===== src/design/tsit_pkg.sv =====
// Shared types and constants for the time series interpolation table.
package tsit_pkg;

    localparam int unsigned WORD_W  = 32;
    localparam int unsigned INDEX_W = 10;
    localparam int unsigned COUNT_W = 11;
    localparam int unsigned DEPTH   = 1024;

    typedef enum logic [1:0] {
        OP_APPEND = 2'd0,
        OP_LOOKUP = 2'd1,
        OP_INDEX  = 2'd2,
        OP_SKEW   = 2'd3
    } t_op;

    typedef struct packed {
        t_op                  op;
        logic [WORD_W-1:0]    sample_time;
        logic [WORD_W-1:0]    sample_value;
        logic                 interpolate;
        logic [INDEX_W-1:0]   entry_index;
        logic [WORD_W-1:0]    skew_amount;
    } t_cmd;

    typedef struct packed {
        logic                 accepted;
        logic [WORD_W-1:0]    result_value;
        logic [WORD_W-1:0]    result_time;
        logic [COUNT_W-1:0]   entry_count;
        logic [WORD_W-1:0]    min_value;
        logic [WORD_W-1:0]    max_value;
        logic [WORD_W-1:0]    first_time;
        logic [WORD_W-1:0]    last_time;
    } t_result;

    typedef enum logic [3:0] {
        ST_IDLE,
        ST_VAL_RD,
        ST_VAL_USE,
        ST_IDX_RD,
        ST_IDX_USE,
        ST_SEARCH_RD,
        ST_SEARCH_USE,
        ST_LO_RD,
        ST_LO_USE,
        ST_HI_RD,
        ST_HI_USE,
        ST_MUL,
        ST_DIV,
        ST_FIX,
        ST_DONE
    } t_state;

endpackage


===== src/design/tsit_front.sv =====
// Front end: accepts items, decodes the operation and queues them for the back end.
module tsit_front import tsit_pkg::*; (
    input  logic                i_clk,
    input  logic                i_rst_n,
    input  logic                i_push,
    output logic                o_full,
    input  logic [1:0]          i_mode,
    input  logic [WORD_W-1:0]   i_sample_time,
    input  logic [WORD_W-1:0]   i_sample_value,
    input  logic                i_interpolate,
    input  logic [INDEX_W-1:0]  i_entry_index,
    input  logic [WORD_W-1:0]   i_skew_amount,
    output logic                o_cmd_valid,
    output t_cmd                o_cmd,
    input  logic                i_cmd_ready
);

    t_cmd       r_q [2];
    logic       r_wp, r_rp;
    logic [1:0] r_cnt;
    logic       w_push, w_pop;
    t_cmd       w_cmd;

    assign o_full      = (r_cnt == 2'd2);
    assign o_cmd_valid = (r_cnt != 2'd0);
    assign o_cmd       = r_q[r_rp];
    assign w_push      = i_push && !o_full;
    assign w_pop       = o_cmd_valid && i_cmd_ready;

    always_comb begin
        w_cmd.op           = t_op'(i_mode);
        w_cmd.sample_time  = i_sample_time;
        w_cmd.sample_value = i_sample_value;
        w_cmd.interpolate  = i_interpolate;
        w_cmd.entry_index  = i_entry_index;
        w_cmd.skew_amount  = i_skew_amount;
    end

    always_ff @(posedge i_clk) begin
        if (w_push) begin
            r_q[r_wp] <= w_cmd;
        end
    end

    always_ff @(posedge i_clk) begin
        if (!i_rst_n) begin
            r_wp  <= 1'b0;
            r_rp  <= 1'b0;
            r_cnt <= 2'd0;
        end else begin
            if (w_push) begin
                r_wp <= ~r_wp;
            end
            if (w_pop) begin
                r_rp <= ~r_rp;
            end
            r_cnt <= r_cnt + {1'b0, w_push} - {1'b0, w_pop};
        end
    end

endmodule


===== config.mk =====
export PLATFORM = sky130hd
export DESIGN_NAME = tsit_front
export DESIGN_NICKNAME = d
export VERILOG_FILES = /design/src/design/tsit_pkg.sv /design/src/design/tsit_front.sv
export SDC_FILE = /design/constraint.sdc
export NUM_CORES = 1
export LEC_CHECK = 0
export BUFFER_PORTS_ARGS = -buffer_cell sky130_fd_sc_hd__buf_4
export CORE_ASPECT_RATIO = 0.7
export CORE_MARGIN = 5
export CORE_UTILIZATION = 50
export CTS_CLUSTER_DIAMETER = 40
export DETAILED_ROUTE_END_ITERATION = 8
export GPL_TIMING_DRIVEN = 1
export PLACE_DENSITY = 0.77
export SETUP_SLACK_MARGIN = 0.02
export SYNTH_ARGS = -nofsm -noshare
export SYNTH_HDL_FRONTEND = slang
export SYNTH_SLANG_ARGS = --single-unit

===== constraint.sdc =====
create_clock -name i_clk -period 8.93 [get_ports i_clk]
set_clock_uncertainty 0.2 [all_clocks]
set_input_delay 1.786 -clock i_clk [delete_from_list [all_inputs] [get_ports i_clk]]
set_output_delay 1.786 -clock i_clk [all_outputs]
set_load 0.005 [all_outputs]

### After elaboration in Yosys (flattened, before gate mapping)

Memory sizes are Yosys's and may differ from the RTL's. A register that Yosys moved wholly into a read port is not among the register bits.
Index checks and enable logic that the tools add are counted.
W data, S select, Z words.

* flip-flop bits (word level): 4
* bits in latches: 0
* RAM bits: 218
* ROM bits: 0
* input bits: 113
* output and inout port bits: 111
* word-level logic and storage cells: 17
* memories kept: 1

* add/sub/neg operators: 2
* multipliers: 0
* divide/modulo/power cells: 0
* $lt $le $gt $ge: 0
* equality and inequality tests: 1
* shift-type cells: 0
* muxes and demuxes: 4
* bitwise gates (word level): 2
* reduce and logical (&&, ||, !) cells: 4

Memories
* r_q: words 2, width 109, read ports 1, clocked after memory_dff 1, write ports 1, line tsit_front.sv:18 `t_cmd r_q [2];`

Operators with widths (count)
* $mux W1: 4
* $add A2 B1 Y2: 1
* $eq A2 B2 Y1 const B: 1
* $logic_and A1 B1 Y1: 2
* $not A1 Y1: 2
* $reduce_bool A2 Y1: 1
* $sub A2 B1 Y2: 1
* $logic_not A1 Y1: 1

### Longest topological paths before layout

Gate-level depths: netlist of run 1.

* word-level depth: 5
* gate-level depth with buffers: 8

### Worst setup path before layout of run 1

No wires, ideal clock.

* kind: input port to flip-flop
* start point: input i_push
* end point: memory r_q[0][0] (netlist name), enable pin
* library setup time: 578 ps
* arrival: 6414 ps
* slack: 1739 ps
* cell stages on the path: 2
* path buffers: 0
* path through: nand2_1 -> nor2_1

* cells in the longest elaborated chain, start to end: 3

Ends and longest elaborated chain
* from (decl): line tsit_front.sv:5 `input logic i_push,`
* $logic_and A1 B1 Y1: line tsit_front.sv:27 `assign w_push = i_push && !o_full;`
* $mux W1: line tsit_front.sv:40 `if (w_push) begin`
* $mux W1 (implied by the code): line tsit_front.sv:41 `r_q[r_wp] <= w_cmd;`
* to (decl): line tsit_front.sv:18

Every way passes these cells.

==> metrics.yaml, run 1 <==
synth:
  syn_area_per_cell_sq_um: 22.3
  synth_ff_type: "edfxtp_1"
  ys_ff_latch: 223
  syn_nets: 480
  syn_inst: 365
  mappedNetlistArea_sq_um: 8120
  synth_area_leaders: "edfxtp_1, mux2_2, mux2_4, dfxtp_1, buf_2"
  yosysMostFrequentCell: "edfxtp_1"
  ys_seq_area_frac: 0.818
  async_flop_share: 0
  ys_types: 18
  synth_edf_count: 218
  synth_top_cell_by_area: "edfxtp_1"
  synth_common_cells: "edfxtp_1, mux2_2, mux2_4, buf_2, dfxtp_1"
  ys.warnings.count: 0
  synth_top_cell_area_share: 0.806
power_and_ir_drop:
  seqPwrFrac: 0.451
  p_per_area_nw_per_um2: 281
  p_int_mw: 2.32
  p_leak_nw: 4.09
  p_switching_uw: 741
  p_comb_frac: 0.220
  clkPwrFrac: 0.330
  switching_share: 0.242
  ir_drop_uv: 167
clock_tree:
  postCtsSetupRepairBufs: 0
  cts_max_level: 1
  cts_resized: 0
  cts_tree: "yes"
  cts_buffers: 26
  insertion_delay_ps: 500
  clk_pin_slew_ps: 50
  clock_sinks: 223
  cts.hold.buffers_added: 0
  root_buffer: "clkbuf_16"
  cts_buffer_depth: 3
timing:
  period_needed_ps: 4710
  finalMaxSlewViolations: 0
  rsz0062_at_grt: "no"
  finalSetupTns_ps: 0
  setup-violations-final: 0
  worst_pin_slew_ps: 893
  finalCritPeriodShare: 0.527
  max_slew_margin: 0.405
  finalHoldViolCount: 0
  fmax_mhz: 212
placed_design:
  globalplace.congestion: 0.804
  place.port_buffers: 223
  hpwl_microns: 10700
worst_hold_path:
  hp-class: "flip-flop to flip-flop"
worst_setup_path:
  worst-setup-path-type: "flip-flop to primary output"
  endpoint_kind: "primary output"
  critPathMaxFanout: 62
  cpMaxStageDelayCell: "buf_4"
  cpPeakStageDelay_ps: 800
  cp_cell_sequence: "buf_4 > mux2_2 > buf_4"
  required_ps: 6940
  crit_top_cell: "buf_4"
  startpoint_type: "flip-flop"
  critPathArrivalTime_ps: 2720
cells_and_area:
  area_growth_pct: 34.0
  diodes: 0
  finish.utilization: 0.674
  final_nets: 723
  layout-drive-gt1-share: 0.605
floorplan:
  initial_core_util: 0.503
  ioPinCount: 224
  core_area_sq_um: 16200
  die-area_sq_um: 18900
  die_x_microns: 162
  die_h_microns: 117
  num_rows: 39
drt:
  via_per_inst: 4.93
  firstDrtPassIters: 4
  vias: 4197
  final_antenna_net_count: 0
  totalWireLength_microns: 16300
  drtIter0Drc: 255
  wire_per_inst_microns: 19.1
  route.detailed.drc: 0
global_route:
  grt_max_degree: 63
  grt_pass1_wl_microns: 24400
  grt_pass1_vias: 4490
  grtUsageTotal: 0.165
  antenna_found_initial: 0
  overflow: 0
outcome:
  status: "complete, no violations"
flow_run:
  maxCapViolations: 0
-- final cells by class --
cell class,count,area (sq um)
Sequential cell,223,6650
Fill cell,1074,5260
Timing Repair Buffer,227,1700
Multi-Input combinational cell,127,1400
Clock buffer,29,683
Tap cell,225,282
Clock inverter,17,158
Inverter,3,11.3
-- stage by stage --
step | setup WS (ps) | power (mW) | instances | hold WS [ps] | cell area [sq um]
6_report | 4220 | 3.06 | 851 | 318 | 10900
5_1_grt | 4090 | 3.20 | 851 | 363 | 10900
4_1_cts | 4180 | 3.10 | 851 | 324 | 10900
3_5_place_dp | 4700 | 2.08 | 805 | 311 | 10000
3_3_place_gp | 4760 | 2.06 | 805 | 297 | 10000
2_1_floorplan | 1740 | 1.74 | 365 | 255 | 8120
-- registers in the layout (all words and copies together), names as in the netlist, named ones only --
register and flops:
r_q 218, r_wp 1, r_cnt 2, r_rp 1
-- cells by family after synthesis --
family	after synthesis	synth area share
buffers and inverters	15	0.0111
xor gates and xnor gates	3	0.00323
and+or+nand+nor	11	0.00662
muxes	110	0.157
AOI/OAI and AO/OA	1	0.000924
DFF	223	0.818
adders and majority gates	2	0.00308
-- power by group through the flow --
stage / registers, mW / clock network [mW] / logic [mW]
final: 1.38 / 1.01 / 0.671
after global placement: 1.39 / 0 / 0.667
after global routing: 1.39 / 1.09 / 0.724
after CTS: 1.38 / 1.03 / 0.686
after detailed placement: 1.40 / 0 / 0.681
after floorplan: 1.38 / 0 / 0.363
-- placed cells by master, fill, tap and decap left out, types with 2 or more instances in the layout --
cell and instances:
clkbuf_1 2, mux2_2 99, clkbuf_16 27, nand2b_1 2, clkinv_1 5, nand2_1 2, xnor2_1 2, dfxtp_1 4
inv_1 3, clkinv_4 3, edfxtp_1 218, mux2_4 10, buf_4 227, ha_1 2, clkinv_2 2, clkinvlp_4 3
bufinv_16 2, nor2_1 3
-- worst max-delay path, delay by kind of cell (launching register included) --
family / cells / cell delay (ps)
buf+inv: 2 / 940
flops: 1 / 760
mux: 1 / 440
-- worst paths after layout --
check | slack [ps] | to | from | depth (start not counted)
max | 4220 | o_cmd[61] | flip-flop | 3
min | 320 | r_rp | r_rp | 2
max reg2reg | 6300 | r_q[1][20] | r_cnt[0] | 3
min reg2reg | 320 | r_rp | r_rp | 2
-- layer usage --
metal,track usage,wire (microns),vias up
li1,-,-,1935
met1,0.219,6860,2053
met2,0.264,7490,182
met3,0.0624,1640,27
met4,0.0394,261,0
met5,0,0,-
(Power assumes the default switching activity.)
==> run 2: changes to the inputs <==
ABC_AREA = 1   (was not set)
CORE_UTILIZATION = 47   (was 50)
PLACE_DENSITY = 0.76   (was 0.77)
clock period = 4.1 ns   (was 8.93 ns; I/O delays follow)
==> metrics.yaml, run 2 <==
floorplan:
  initial_core_util: 0.477
  ioPinCount: 224
  core_area_sq_um: 17100
  die-area_sq_um: 20100
  num_rows: 40
  die_x_microns: 167
  die_h_microns: 120
drt:
  vias: 4257
  wire_per_inst_microns: 18.9
  via_per_inst: 4.89
  final_antenna_net_count: 0
  drtIter0Drc: 296
  route.detailed.drc: 0
  firstDrtPassIters: 5
  totalWireLength_microns: 16500
synth:
  async_flop_share: 0
  yosysMostFrequentCell: "edfxtp_1"
  synth_ff_type: "edfxtp_1"
  syn_area_per_cell_sq_um: 21.6
  syn_nets: 491
  synth_top_cell_area_share: 0.805
  ys_types: 12
  ys.warnings.count: 0
  syn_inst: 376
  synth_common_cells: "edfxtp_1, mux2_2, mux2_4, buf_2, nand2_1"
  mappedNetlistArea_sq_um: 8130
  synth_top_cell_by_area: "edfxtp_1"
  ys_ff_latch: 223
  synth_area_leaders: "edfxtp_1, mux2_2, mux2_4, dfxtp_1, buf_2"
  synth_edf_count: 218
  ys_seq_area_frac: 0.817
worst_setup_path:
  crit_top_cell: "buf_4"
  reg2reg_to: "r_q[1][7]"
  critPathArrivalTime_ps: 2190
  cp_top_family: "flip-flops"
  cpMaxStageDelayCell: "dfxtp_4"
  startpoint_type: "flip-flop"
  worst-setup-path-type: "flip-flop to primary output"
  crit_buf_inv: 2
  r2r_start: "r_cnt[0]"
  rr_worst_depth: 5
  regToRegSetupSlack_ps: 1950
  cpPeakStageDelay_ps: 710
  cp_cell_sequence: "buf_4 > mux2_2 > buf_4"
  critPathMaxFanout: 42
  endpoint_kind: "primary output"
  required_ps: 3080
worst_hold_path:
  hp-start: "i_sample_value[16]"
  hp-class: "primary input to flip-flop"
  worst_hold_path.endpoint: "r_q[1][59]"
  min_path_cells: 1
power_and_ir_drop:
  seqPwrFrac: 0.447
  clkPwrFrac: 0.334
  p_int_mw: 5.08
  p_switching_mw: 1.66
  p_leak_nw: 4.14
  p_comb_frac: 0.219
  switching_share: 0.246
  ir_drop_uv: 444
  p_per_area_nw_per_um2: 614
cells_and_area:
  final_nets: 736
  diodes: 0
  fill_cells: 1164
  top_regs: "r_q: 218 flops, r_cnt: 2 flops"
  mostFrequentLayoutCells: "buf_4, edfxtp_1, mux2_2, clkbuf_16, mux2_4"
  largest_register: "r_q"
  largest_reg_flops: 218
  layout_commonest_cell: "buf_4"
  seq_area_sq_um: 6650
  area_growth_pct: 34.8
  layout-drive-gt1-share: 0.598
  fin_cells: 871
  multi_input_area_sq_um: 1390
timing:
  finalCritPeriodShare: 0.783
  period_needed_ps: 3210
  worst_pin_slew_ps: 748
  max_slew_margin: 0.501
  finalHoldViolCount: 0
  rsz0062_at_grt: "no"
  setup-violations-final: 0
  finalSetupTns_ps: 0
  finalMaxSlewViolations: 0
  fmax_mhz: 311
global_route:
  grt-busiest-layer: "met2"
  use_met3: 0.0556
  use_met2: 0.246
  antenna_found_initial: 0
  grt_max_degree: 57
  grt_pass1_vias: 4635
  overflow: 0
  grt_util_met1: 0.222
  grtUsageTotal: 0.160
  grt_pass1_wl_microns: 25400
placed_design:
  hpwl_microns: 11200
  place.port_buffers: 223
  globalplace.congestion: 0.763
  dp_cells: 824
clock_tree:
  postCtsSetupRepairBufs: 0
  cts_buffer_depth: 3
  root_buffer: "clkbuf_16"
  cts_max_level: 1
  clk_pin_slew_ps: 60
  cts_buffers: 26
  cts_tree: "yes"
  insertion_delay_ps: 510
  cts.hold.buffers_added: 0
  clock_sinks: 223
  cts_resized: 0
flow_run:
  maxCapViolations: 0
outcome:
  status: "complete, no violations"
==> run 2: cell count changes in the layout (fill, tap and decap cells not counted), moves of 2 or more <==
| cell | delta |
|---|---|
| nand2b_1 | -2 |
| xnor2_1 | -2 |
| clkinvlp_4 | +2 |
| inv_1 | +4 |
| nand3_1 | +3 |
| a21oi_1 | +2 |
| nand2_1 | +7 |
| clkbuf_1 | -2 |
| nor2_1 | +4 |
| buf_12 | +2 |
==> run 2: how the worst max path moves through the flow <==
stage / end / slack (ps) / cells after the start / start
4_1_cts: o_cmd[22] / 850 / 3 / flip-flop
6_report: o_cmd[22] / 890 / 3 / flip-flop
3_5_place_dp: o_cmd[22] / 1420 / 3 / flip-flop
3_3_place_gp: o_cmd[92] / 1460 / 3 / flip-flop
2_1_floorplan: r_q[1][0] / 400 / 2 / i_push
5_1_grt: o_cmd[17] / 760 / 3 / flip-flop
==> run 2: area by class of cell <==
class                      count  share of cell area
multi-input combinational    133               0.126
clock inverter                21              0.0196
tap                          231              0.0264
timing repair buffer         229               0.159
sequential                   223               0.606
clock buffer                  26              0.0593
inverter                       8             0.00297
==> run 2: power groups by stage <==
stage / clock network (mW) / registers, mW / logic, mW
after global routing: 2.42 / 3.04 / 1.60
after CTS: 2.30 / 3.02 / 1.50
final: 2.25 / 3.01 / 1.48
after floorplan: 0 / 3.00 / 0.769
after global placement: 0 / 3.04 / 1.45
after detailed placement: 0 / 3.06 / 1.49
==> run 2: kinds of logic after synthesis <==
group | after synthesis | synth area share
DFF | 223 | 0.817
muxes | 109 | 0.156
buffers and inverters | 20 | 0.0134
and+or+nand+nor | 20 | 0.00969
AOI/OAI and AO/OA | 2 | 0.00123
adders and majority gates | 2 | 0.00308
==> run 2: layer usage <==
layer,vias up,share of wire
li1,1966,-
met1,2067,0.43
met2,197,0.45
met3,27,0.10
met4,0,0.019
met5,-,0
==> run 2: stage by stage <==
stage               area, sq um  setup slack, ps  hold WS [ps]  power, mW   util
floorplan                  8140              405           267       3.77      -
global placement          10100             1460           283       4.50  0.592
detailed placement        10100             1420           295       4.55  0.592
CTS                       11000              852           263       6.82  0.643
global route              11000              763           257       7.06  0.643
finish                    11000              889           289       6.74  0.643
